File: config.mk
export PLATFORM = sky130hd
export DESIGN_NAME = hetm_ctrl
export DESIGN_NICKNAME = d
export VERILOG_FILES = /design/src/hdl/hetm_pkg.sv /design/src/hdl/hetm_ctrl.sv
export SDC_FILE = /design/constraint.sdc
export NUM_CORES = 1
export LEC_CHECK = 0
export BUFFER_PORTS_ARGS = -buffer_cell sky130_fd_sc_hd__clkbuf_2
export CORE_AREA = 2 2 39 41
export DETAILED_ROUTE_END_ITERATION = 6
export DIE_AREA = 0 0 41 43
export PLACE_DENSITY = 0.69
export REMOVE_ABC_BUFFERS = 1
export SLEW_MARGIN = 20
export SYNTH_ARGS = -nofsm -noshare
export SYNTH_HDL_FRONTEND = slang
export SYNTH_SLANG_ARGS = --single-unit
File: constraint.sdc
create_clock -name clk -period 3.5 [get_ports clk]
set_clock_uncertainty 0.15 [all_clocks]
set_input_delay 0.35 -clock clk [delete_from_list [all_inputs] [get_ports clk]]
set_output_delay 0.35 -clock clk [all_outputs]
set_load 0.02 [all_outputs]
File: src/hdl/hetm_pkg.sv
// shared types, constants and the slot hash of the half-edge twin matcher
`timescale 1ns / 1ps
`default_nettype none
package hetm_pkg;

  localparam int MAX_FACES   = 1024;
  localparam int VERTEX_BITS = 16;
  localparam int CORNER_BITS = 16;
  localparam int HE_BITS     = 12;
  localparam int OPP_BITS    = 13;
  localparam int EDGE_DEPTH  = 3 * MAX_FACES;
  localparam int SLOT_BITS   = $clog2(EDGE_DEPTH + 1);
  localparam int SLOTS       = 2 ** SLOT_BITS;
  localparam int KEY_BITS    = 2 * VERTEX_BITS;
  localparam int FC_BITS     = $clog2(MAX_FACES + 1);
  localparam int EPOCH_BITS  = 4;
  localparam int ENTRY_BITS  = EPOCH_BITS + KEY_BITS + HE_BITS;
  localparam int HASH_CHUNKS = (KEY_BITS + SLOT_BITS - 1) / SLOT_BITS;

  typedef logic [VERTEX_BITS-1:0] vertex_t;
  typedef logic [KEY_BITS-1:0]    key_t;
  typedef logic [SLOT_BITS-1:0]   slot_t;
  typedef logic [EPOCH_BITS-1:0]  epoch_t;
  typedef logic [HE_BITS-1:0]     he_t;

  typedef enum logic {
    OPP_NONE,
    OPP_OWNER
  } opp_sel_t;

  typedef struct packed {
    logic     load_face;
    logic     fc_clear;
    logic     fc_inc;
    logic     j_inc;
    logic     j_clear;
    logic     epoch_init;
    logic     epoch_inc;
    logic     addr_zero;
    logic     start_probe;
    logic     probe_fwd;
    logic     probe_next;
    logic     rd_en;
    logic     write_entry;
    logic     clear_write;
    logic     load_out;
    opp_sel_t opp_sel;
    logic     full_out;
  } hetm_cmd_t;

  typedef struct packed {
    logic entry_live;
    logic key_match;
    logic mode_fwd;
    logic last_j;
    logic fc_full;
    logic clear_done;
    logic epoch_max;
    logic out_free;
  } hetm_sts_t;

  function automatic slot_t hash_key(key_t k);
    logic [SLOT_BITS*HASH_CHUNKS-1:0] ext;
    slot_t h;
    ext = (SLOT_BITS*HASH_CHUNKS)'(k);
    h = '0;
    for (int i = 0; i < HASH_CHUNKS; i++) begin
      h = h ^ ext[i*SLOT_BITS +: SLOT_BITS];
    end
    return h;
  endfunction

endpackage
`default_nettype wire

File: src/hdl/hetm_ctrl.sv
// controller: sequences table clearing, probes, inserts and result loads
`timescale 1ns / 1ps
`default_nettype none
module hetm_ctrl
  import hetm_pkg::*;
(
  input  wire logic      clk,
  input  wire logic      rst,
  input  wire logic      in_valid,
  output logic           in_ready,
  input  wire logic      restart,
  input  wire hetm_sts_t sts,
  output hetm_cmd_t      cmd
);

  typedef enum logic [2:0] {
    S_CLEAR,
    S_IDLE,
    S_DISPATCH,
    S_READ,
    S_CHECK,
    S_EMIT_HIT,
    S_EMIT_MISS,
    S_FULL
  } state_t;

  state_t state, state_next;
  logic face_pend, face_pend_next;

  always_ff @(posedge clk) begin
    if (rst) begin
      state <= S_CLEAR;
      face_pend <= 1'b0;
    end else begin
      state <= state_next;
      face_pend <= face_pend_next;
    end
  end

  assign in_ready = (state == S_IDLE);

  always_comb begin
    cmd = '0;
    state_next = state;
    face_pend_next = face_pend;
    unique case (state)
      S_CLEAR: begin
        cmd.clear_write = 1'b1;
        if (sts.clear_done) begin
          cmd.epoch_init = 1'b1;
          face_pend_next = 1'b0;
          state_next = face_pend ? S_DISPATCH : S_IDLE;
        end
      end
      S_IDLE: begin
        if (in_valid) begin
          cmd.load_face = 1'b1;
          state_next = S_DISPATCH;
          if (restart) begin
            cmd.fc_clear = 1'b1;
            if (sts.epoch_max) begin
              cmd.addr_zero = 1'b1;
              face_pend_next = 1'b1;
              state_next = S_CLEAR;
            end else begin
              cmd.epoch_inc = 1'b1;
            end
          end
        end
      end
      S_DISPATCH: begin
        if (sts.fc_full) begin
          state_next = S_FULL;
        end else begin
          cmd.start_probe = 1'b1;
          state_next = S_READ;
        end
      end
      S_READ: begin
        cmd.rd_en = 1'b1;
        state_next = S_CHECK;
      end
      S_CHECK: begin
        if (sts.entry_live && sts.key_match) begin
          state_next = sts.mode_fwd ? S_EMIT_MISS : S_EMIT_HIT;
        end else if (sts.entry_live) begin
          cmd.probe_next = 1'b1;
          state_next = S_READ;
        end else if (!sts.mode_fwd) begin
          cmd.start_probe = 1'b1;
          cmd.probe_fwd = 1'b1;
          state_next = S_READ;
        end else begin
          cmd.write_entry = 1'b1;
          state_next = S_EMIT_MISS;
        end
      end
      S_EMIT_HIT, S_EMIT_MISS: begin
        if (sts.out_free) begin
          cmd.load_out = 1'b1;
          cmd.opp_sel = (state == S_EMIT_HIT) ? OPP_OWNER : OPP_NONE;
          if (sts.last_j) begin
            cmd.fc_inc = 1'b1;
            cmd.j_clear = 1'b1;
            state_next = S_IDLE;
          end else begin
            cmd.j_inc = 1'b1;
            state_next = S_DISPATCH;
          end
        end
      end
      S_FULL: begin
        if (sts.out_free) begin
          cmd.load_out = 1'b1;
          cmd.full_out = 1'b1;
          if (sts.last_j) begin
            cmd.j_clear = 1'b1;
            state_next = S_IDLE;
          end else begin
            cmd.j_inc = 1'b1;
          end
        end
      end
      default: state_next = S_IDLE;
    endcase
  end

  a_insert_empty: assert property (@(posedge clk) disable iff (rst)
    cmd.write_entry |-> !sts.entry_live)
    else $error("insert over a live slot");

  a_hit_live: assert property (@(posedge clk) disable iff (rst)
    (cmd.load_out && cmd.opp_sel == OPP_OWNER) |-> (sts.entry_live && sts.key_match))
    else $error("opposite reported without matching entry");

  a_load_free: assert property (@(posedge clk) disable iff (rst)
    cmd.load_out |-> sts.out_free)
    else $error("result register overwritten");

  a_clear_no_accept: assert property (@(posedge clk) disable iff (rst)
    cmd.clear_write |=> !$past(in_ready))
    else $error("item accepted during clear");

endmodule
`default_nettype wire

==> results of run 1 <==
## state kept, by name, summed over array words and instances, names as in the netlist
signal	cells
face_pend	1
state	3
## final timing paths
check | from | end | slack, ns | cells past startpoint
worst max-delay path | state[2] | cmd[4] | 1.31 | 3
worst min-delay path | rst | face_pend | 0.21 | 2
worst max register to register | state[2] | state[2] | 1.73 | 4
worst min register to register | face_pend | face_pend | 0.35 | 2
## where the power goes
part / switching (mW) / internal, mW / total, mW
logic: 0.119 / 0.0785 / 0.198
clock network: 0.0170 / 0.0382 / 0.0553
registers: 0.0345 / 0.0563 / 0.0908
total: 0.171 / 0.173 / 0.344
## per-stage QoR
stage | setup WS, ns | cells | utilization, %
global placement | 1.60 | 109 | 46.0
global route | 1.19 | 112 | 47.6
CTS | 1.32 | 112 | 47.6
detailed placement | 1.57 | 109 | 46.0
finish | 1.31 | 112 | 47.6
floorplan | 1.33 | 64 | -
## cells in the mapped netlist
master     count
nor2_1         8
nand2_1        6
nor3_1         6
dfxtp_1        4
inv_1          4
a31oi_1        3
and2_1         3
or2b_1         3
a211oi_2       2
a21oi_1        2
and3_1         2
and3b_1        2
buf_6          2
a21oi_2        1
a22oi_1        1
a2bb2oi_1      1
a311oi_1       1
and2b_1        1
buf_4          1
clkbuf_8       1
mux2i_1        1
nand3_1        1
nand4_1        1
nor2b_1        1
nor3_2         1
nor3b_1        1
nor3b_2        1
nor4b_4        1
o2111ai_1      1
o21ai_0        1
o21ai_1        1
o22ai_2        1
or2_1          1
or2b_2         1
## cell families after synthesis
kind of cell	synth area share, %
and+or+nand+nor	48.1
AOI/OAI and AO/OA	23.1
DFF	15.5
muxes	1.94
buffers and inverters	11.4
## worst max-delay path, cell delays in order, from the launching register on
cell	delay (ns)
dfxtp_1	0.69
inv_1	0.20
nor4b_4	0.35
clkbuf_2	0.22
## final cells by class
cell class,instances,area share (%)
tap,16,3.04
sequential,4,12.1
inverter,4,2.28
timing repair buffer,29,22.0
clock buffer,3,3.42
multi-input combinational,56,57.1
## per-layer routing
metal / wire length [um] / up-vias
met5: 0 / -
met1: 613 / 242
met2: 554 / 26
met3: 84 / 0
met4: 0 / 0
li1: - / 303
==> flow_summary.yaml, run 1 <==
timing:
  setup_viol: 0
  hold_ws_ns: 0.210
  slew_headroom_pct: 60.6
  fin_tns_setup_ns: 0
  timing_hold_violations_final: 0
  tightest_slew_ns: 0.590
  slew_viol_final: 0
  fin_crit_ns: 2.19
  rsz0062_at_grt: "false"
  finalCritPeriodShare_pct: 62.7
  maxClockFrequency_mhz: 456
synthesis:
  yosysWarnings: 0
  synthCells: 68
  yosysTopAreaCellShare_pct: 15.5
  ys_ff_latch: 4
  synth_area_leaders: "dfxtp_1 16%, nor3_1 5.8%, nor2_1 5.8%, a211oi_2 4.9%, nor4b_4 4.6%"
  syn-cell-area_um2: 515
  syn_avg_cell_area_um2: 7.58
  synth.distinct_cells: 34
  yosysTopAreaCell: "dfxtp_1"
  seq_area_frac_synth_pct: 15.5
route:
  drtAntennaViolNets: 0
  routed_wl_mm: 1.25
  drt_iter0_drc: 5
  vias: 571
  wire_per_inst_um: 11.2
  drc: 0
  drt_first_pass_iters: 4
  vias_per_cell: 5.10
worst_setup_path:
  crit_type: "reg -> out"
  critPathArrivalTime_ns: 1.69
  crit_required_ns: 3.00
  worstSetupEndpointType: "primary output"
  cp_max_fo: 17
  cp-start-kind: "flip-flop"
global_route:
  grt_usage_pct: 16.2
  grt_use_met2_pct: 24.7
  met1_usage_pct: 21.8
  grt_pass1_wl_mm: 2.04
  grt-busiest-layer: "met2"
  grt_overflow_total: 0
  grt_max_degree: 18
  gr-usage-met3_pct: 4.71
  grt_pass1_vias: 511
  antenna_found_initial: 0
place:
  gp_congestion: 0.775
  placed_cell_area_um2: 637
  dp_hpwl_um: 986
  portBuffers: 29
status:
  status: "complete, no violations"
clocking:
  cts-root-buf: "clkbuf_4"
  cts_hold_buffers: 0
  h-tree-depth: 1
  cts_resized: 0
  numCtsBuffers: 3
  clk_pin_slew_ns: 0.04
  insertion_delay_ns: 0.23
  clock-sinks: 4
  cts_tree: "yes"
  clockBufferDepth: 2
  cts_setup_buffers: 0
power_and_ir_drop:
  power.density_nw_per_um2: 521
  power_uw: 344
  ir_worst_vdd_v: 0.000256
  leakagePower_nw: 0.322
worst_hold_path:
  hold_path_class: "in -> reg"
floorplan:
  io-pin-count: 30
  start_util_pct: 37.3
  rows: 14
  die-area_um2: 1760
  fp.dieH_um: 43
  coreArea_um2: 1380
  die_w_um: 41
final_layout:
  register_area_um2: 80.1
  area_delta_synth_final_pct: 27.9
  final_cell_area_um2: 659
  multi_input_area_um2: 377
  final_cell_mix: "29 x clkbuf_2, 8 x nor2_1, 6 x nand2_1, 6 x nor3_1"
  layout-drive-gt1-share_pct: 41.7
  nNetsFinal: 110
  fillers: 151
  final_common_cell: "clkbuf_2"
  antenna_cells: 0
job:
  cap_violations: 0
Note: power is estimated with default switching activity, not from simulation.
==> inputs of run 2 (changes only) <==
--- a/config.mk
+++ b/config.mk
@@ -6,9 +6,8 @@
 export NUM_CORES = 1
 export LEC_CHECK = 0
 export BUFFER_PORTS_ARGS = -buffer_cell sky130_fd_sc_hd__clkbuf_2
-export CORE_AREA = 2 2 39 41
+export CORE_UTILIZATION = 37
 export DETAILED_ROUTE_END_ITERATION = 6
-export DIE_AREA = 0 0 41 43
 export PLACE_DENSITY = 0.69
 export REMOVE_ABC_BUFFERS = 1
 export SLEW_MARGIN = 20
==> constraint.sdc (replaced) <==
create_clock -name clk -period 1.75 [get_ports clk]
set_clock_uncertainty 0.15 [all_clocks]
set_input_delay 0.175 -clock clk [delete_from_list [all_inputs] [get_ports clk]]
set_output_delay 0.175 -clock clk [all_outputs]
set_load 0.02 [all_outputs]
==> flow_summary.yaml, run 2 (synthesis results as in run 1) <==
route:
  wire_per_inst_um: 12.2
  routed_wl_mm: 1.41
  vias_per_cell: 5.47
  drt_iter0_drc: 18
  drtAntennaViolNets: 0
  drc: 0
  drt_first_pass_iters: 4
  vias: 635
clocking:
  numCtsBuffers: 3
  cts_hold_buffers: 0
  clock-sinks: 4
  h-tree-depth: 1
  clockBufferDepth: 2
  insertion_delay_ns: 0.23
  clk_pin_slew_ns: 0.04
  cts-root-buf: "clkbuf_4"
  cts_tree: "yes"
timing:
  fin_crit_ns: 1.69
  setup_viol: 0
  timing_hold_violations_final: 0
  tightest_slew_ns: 0.253
  slew_headroom_pct: 83.1
  slew_viol_final: 0
  maxClockFrequency_mhz: 593
  finalCritPeriodShare_pct: 96.3
final_layout:
  regMostFlops: "state"
  layout-drive-gt1-share_pct: 49.5
  area_delta_synth_final_pct: 41.0
  final_core_util_pct: 55.9
  final_common_cell: "clkbuf_2"
  final_cell_mix: "27 x clkbuf_2, 7 x nor2_1, 6 x nand2_1, 6 x nor3_1, 6 x buf_4"
  largest_registers: "state (3), face_pend (1)"
  largest_register_ff_count: 3
  nNetsFinal: 115
  fillers: 133
  antenna_cells: 0
  final_cell_area_um2: 727
global_route:
  grt_max_degree: 16
  grt_overflow_total: 0
  grt_pass1_wl_mm: 2.01
  antenna_found_initial: 0
  grt_usage_pct: 18.7
  grt_pass1_vias: 507
worst_setup_path:
  crit_type: "reg -> out"
  worstSetupEndpointType: "primary output"
  max_stage_delay_ns: 0.39
  cp_max_fo: 15
  critPathArrivalTime_ns: 1.36
  crit_family: "simple AND/OR/NAND/NOR gates"
  cp_cell_sequence: "or2_1 > nor4b_4 > buf_4"
  cp-start-kind: "flip-flop"
  cp_slowest_cell: "dfxtp_4"
  crit_required_ns: 1.42
  crit_buf_inv: 1
floorplan:
  die_w_um: 39.3
  start_util_pct: 39.6
  rows: 13
  coreArea_um2: 1300
  fp.dieH_um: 39.3
  io-pin-count: 30
  die-area_um2: 1550
place:
  gp_congestion: 0.830
  portBuffers: 29
  placed_cell_area_um2: 658
  dp_hpwl_mm: 1.02
worst_hold_path:
  hold_path_class: "in -> reg"
status:
  status: "complete, no violations"
power_and_ir_drop:
  leakagePower_nw: 0.352
  power_uw: 796
  ir_worst_vdd_v: 0.000481
  power.density_nw_per_um2: 1090
job:
  cap_violations: 0
[run 2: cell types whose count changed in the layout (fill, tap and decap cells not counted), moves of 2 or more]
cell,delta
buf_4,+6
clkbuf_2,-2
dfxtp_1,-3
dfxtp_4,+2
[run 2: final timing paths]
path                             endpoint  depth (start not counted)  slack [ns]  startpoint
worst max register to register   state[0]                          5        0.24    state[2]
worst max-delay path               cmd[4]                          3        0.06    state[1]
worst min register to register  face_pend                          2        0.36   face_pend
worst min-delay path             state[0]                          2        0.05         rst
[run 2: metrics by stage]
step	instances	setup WS (ns)	hold slack, ns	TNS (ns)
final	116	0.0643	0.0488	0
after global routing	116	-0.0258	0.0299	-0.0258
after CTS	114	-0.000898	0.0341	-0.000898
after detailed placement	111	0.0702	0.276	0
after global placement	111	0.115	0.274	0
after floorplan	64	-0.247	0.0971	-0.388
[run 2: metal layers]
layer  vias up  share of wire [%]  track usage [%]
met5         -                  0                0
met2        26                 48             28.7
li1        319                  -                -
met3         2                5.2             5.11
met1       288                 46             24.8
met4         0               0.99             6.03
[run 2: area by class of cell]
cell class	count	area, um^2	area share [%]
multi-input cells	56	397	54.6
well taps	15	18.8	2.58
flip-flops and latches	4	88.8	12.2
clock buffers	3	22.5	3.10
repair buffers	34	185	25.5
inverters	4	15.0	2.07
[run 2: timing repair]
action	CTS	global route
setup buffers	0	2
pin swaps	0	2
setup endpoints to repair	11	8
gates resized for setup	3	9
[run 2: report_power, final]
part	leakage (nW)	switching [mW]	internal [mW]
combinational	0.304	0.277	0.216
sequential	0.0345	0.0663	0.123
clock	0.0138	0.0366	0.0767
==> inputs of run 3 (changes only) <==
--- a/config.mk
+++ b/config.mk
@@ -6,10 +6,11 @@
 export NUM_CORES = 1
 export LEC_CHECK = 0
 export BUFFER_PORTS_ARGS = -buffer_cell sky130_fd_sc_hd__clkbuf_2
+export CORE_MARGIN = 4
 export CORE_UTILIZATION = 37
 export DETAILED_ROUTE_END_ITERATION = 6
 export PLACE_DENSITY = 0.69
-export REMOVE_ABC_BUFFERS = 1
+export SKIP_CTS_REPAIR_TIMING = 1
 export SLEW_MARGIN = 20
 export SYNTH_ARGS = -nofsm -noshare
 export SYNTH_HDL_FRONTEND = slang
==> flow_summary.yaml, run 3 (synthesis results as in run 1) <==
status:
  status: "complete, no violations"
final_layout:
  final_cell_mix: "26 x clkbuf_2, 8 x buf_4, 7 x nor2_1"
  final_cell_area_um2: 734
  largest_registers: "state (3), face_pend (1)"
  area_delta_synth_final_pct: 42.5
  final_common_cell: "clkbuf_2"
  nNetsFinal: 115
  final_core_util_pct: 56.4
  antenna_cells: 0
  stdcell_count: 116
  largest_register_ff_count: 3
  layout-drive-gt1-share_pct: 50.5
  regMostFlops: "state"
place:
  placed_cell_area_um2: 659
  dp.cells: 110
  portBuffers: 29
  dp_hpwl_mm: 1.07
  gp_congestion: 0.880
power_and_ir_drop:
  power.density_nw_per_um2: 1080
  power_uw: 791
  leakagePower_nw: 0.353
  ir_worst_vdd_v: 0.000755
floorplan:
  die-area_um2: 2050
  io-pin-count: 30
  rows: 13
  die_w_um: 45.3
  start_util_pct: 39.6
  coreArea_um2: 1300
  fp.dieH_um: 45.3
route:
  drtAntennaViolNets: 0
  drc: 0
  wl_met2_um: 773
  routed_wl_mm: 1.45
  wl_met3_um: 111
  top_layer: "met4"
  wire_per_inst_um: 12.5
  drt_first_pass_iters: 4
  drt_iter0_drc: 6
  vias_per_cell: 5.34
  wirelength_met1_um: 552
  vias: 619
timing:
  tightest_slew_ns: 0.232
  finalCritPeriodShare_pct: 96.9
  slew_headroom_pct: 84.4
  slew_viol_final: 0
  setup_viol: 0
  fin_crit_ns: 1.70
  timing_hold_violations_final: 0
  rsz0062_at_grt: "true"
  maxClockFrequency_mhz: 590
worst_setup_path:
  crit_start: "state[0]"
  reg2reg_slack_ns: 0.23
  crit_type: "reg -> out"
  max_stage_delay_ns: 0.40
  critPathCapture: "cmd[10]"
  reg2regPathDepth: 5
  cp_cell_sequence: "nor3b_4 > and3_4 > nor2b_2 > buf_4"
  cp_slowest_cell: "dfxtp_4"
  worstReg2RegStart: "state[0]"
  reg2reg_to: "state[2]"
  cp-start-kind: "flip-flop"
  critPathArrivalTime_ns: 1.37
  crit_required_ns: 1.42
  cp_max_fo: 12
  worstSetupEndpointType: "primary output"
clocking:
  clock-sinks: 4
  insertion_delay_ns: 0.25
  clockBufferDepth: 2
  h-tree-depth: 1
  cts_tree: "yes"
  cts-root-buf: "clkbuf_4"
  clk_pin_slew_ns: 0.04
  numCtsBuffers: 3
synthesis:
  synth_fp_nets: 80
job:
  cap_violations: 0
worst_hold_path:
  hold_path_class: "in -> reg"
global_route:
  grt_overflow_total: 0
  grt_usage_pct: 15.2
  grt_pass1_vias: 552
  antenna_found_initial: 0
  grt_max_degree: 16
  grt_pass1_wl_mm: 2.33
==> run 3: worst min path at each step <==
stage                     startpoint       end  slack [ns]  cells past startpoint
after detailed placement         rst  state[2]        0.27                      2
after global placement           rst  state[0]        0.28                      2
after global routing             rst  state[2]        0.01                      2
after floorplan                  rst  state[0]         0.1                      1
final                            rst  state[0]        0.01                      2
after CTS                        rst  state[0]        0.02                      2
==> run 3: routing by layer <==
| layer | vias to the layer above | GRT usage [%] |
|---|---|---|
| li1 | 313 | - |
| met1 | 279 | 19.5 |
| met2 | 24 | 24.3 |
| met3 | 3 | 5.18 |
| met4 | 0 | 3.51 |
| met5 | - | 0 |
==> run 3: critical path: cells and delay by family (launching register included) <==
family / cells / cell delay (ns)
simple gates: 3 / 0.59
buf+inv: 1 / 0.14
flops: 1 / 0.40
==> run 3: layout make-up <==
cell class / instances / area, um^2
fill: 135 / 567
multi-input combinational: 56 / 399
timing repair buffer: 34 / 190
sequential: 4 / 88.8
clock buffer: 3 / 22.5
tap: 15 / 18.8
inverter: 4 / 15.0
==> run 3: report_power, final <==
part / switching, mW / internal, mW
logic: 0.270 / 0.214
clock network: 0.0416 / 0.0769
registers: 0.0654 / 0.123
total: 0.377 / 0.414
==> run 3: per-stage QoR <==
step           TNS (ns)  hold WS [ns]  setup WS (ns)
3_5_place_dp          0         0.273         0.0777
2_1_floorplan         0        0.0971         0.0187
3_3_place_gp          0         0.275          0.117
4_1_cts           -1.08        0.0159         -0.189
5_1_grt         -0.0588        0.0119        -0.0331
6_report              0        0.0141         0.0545
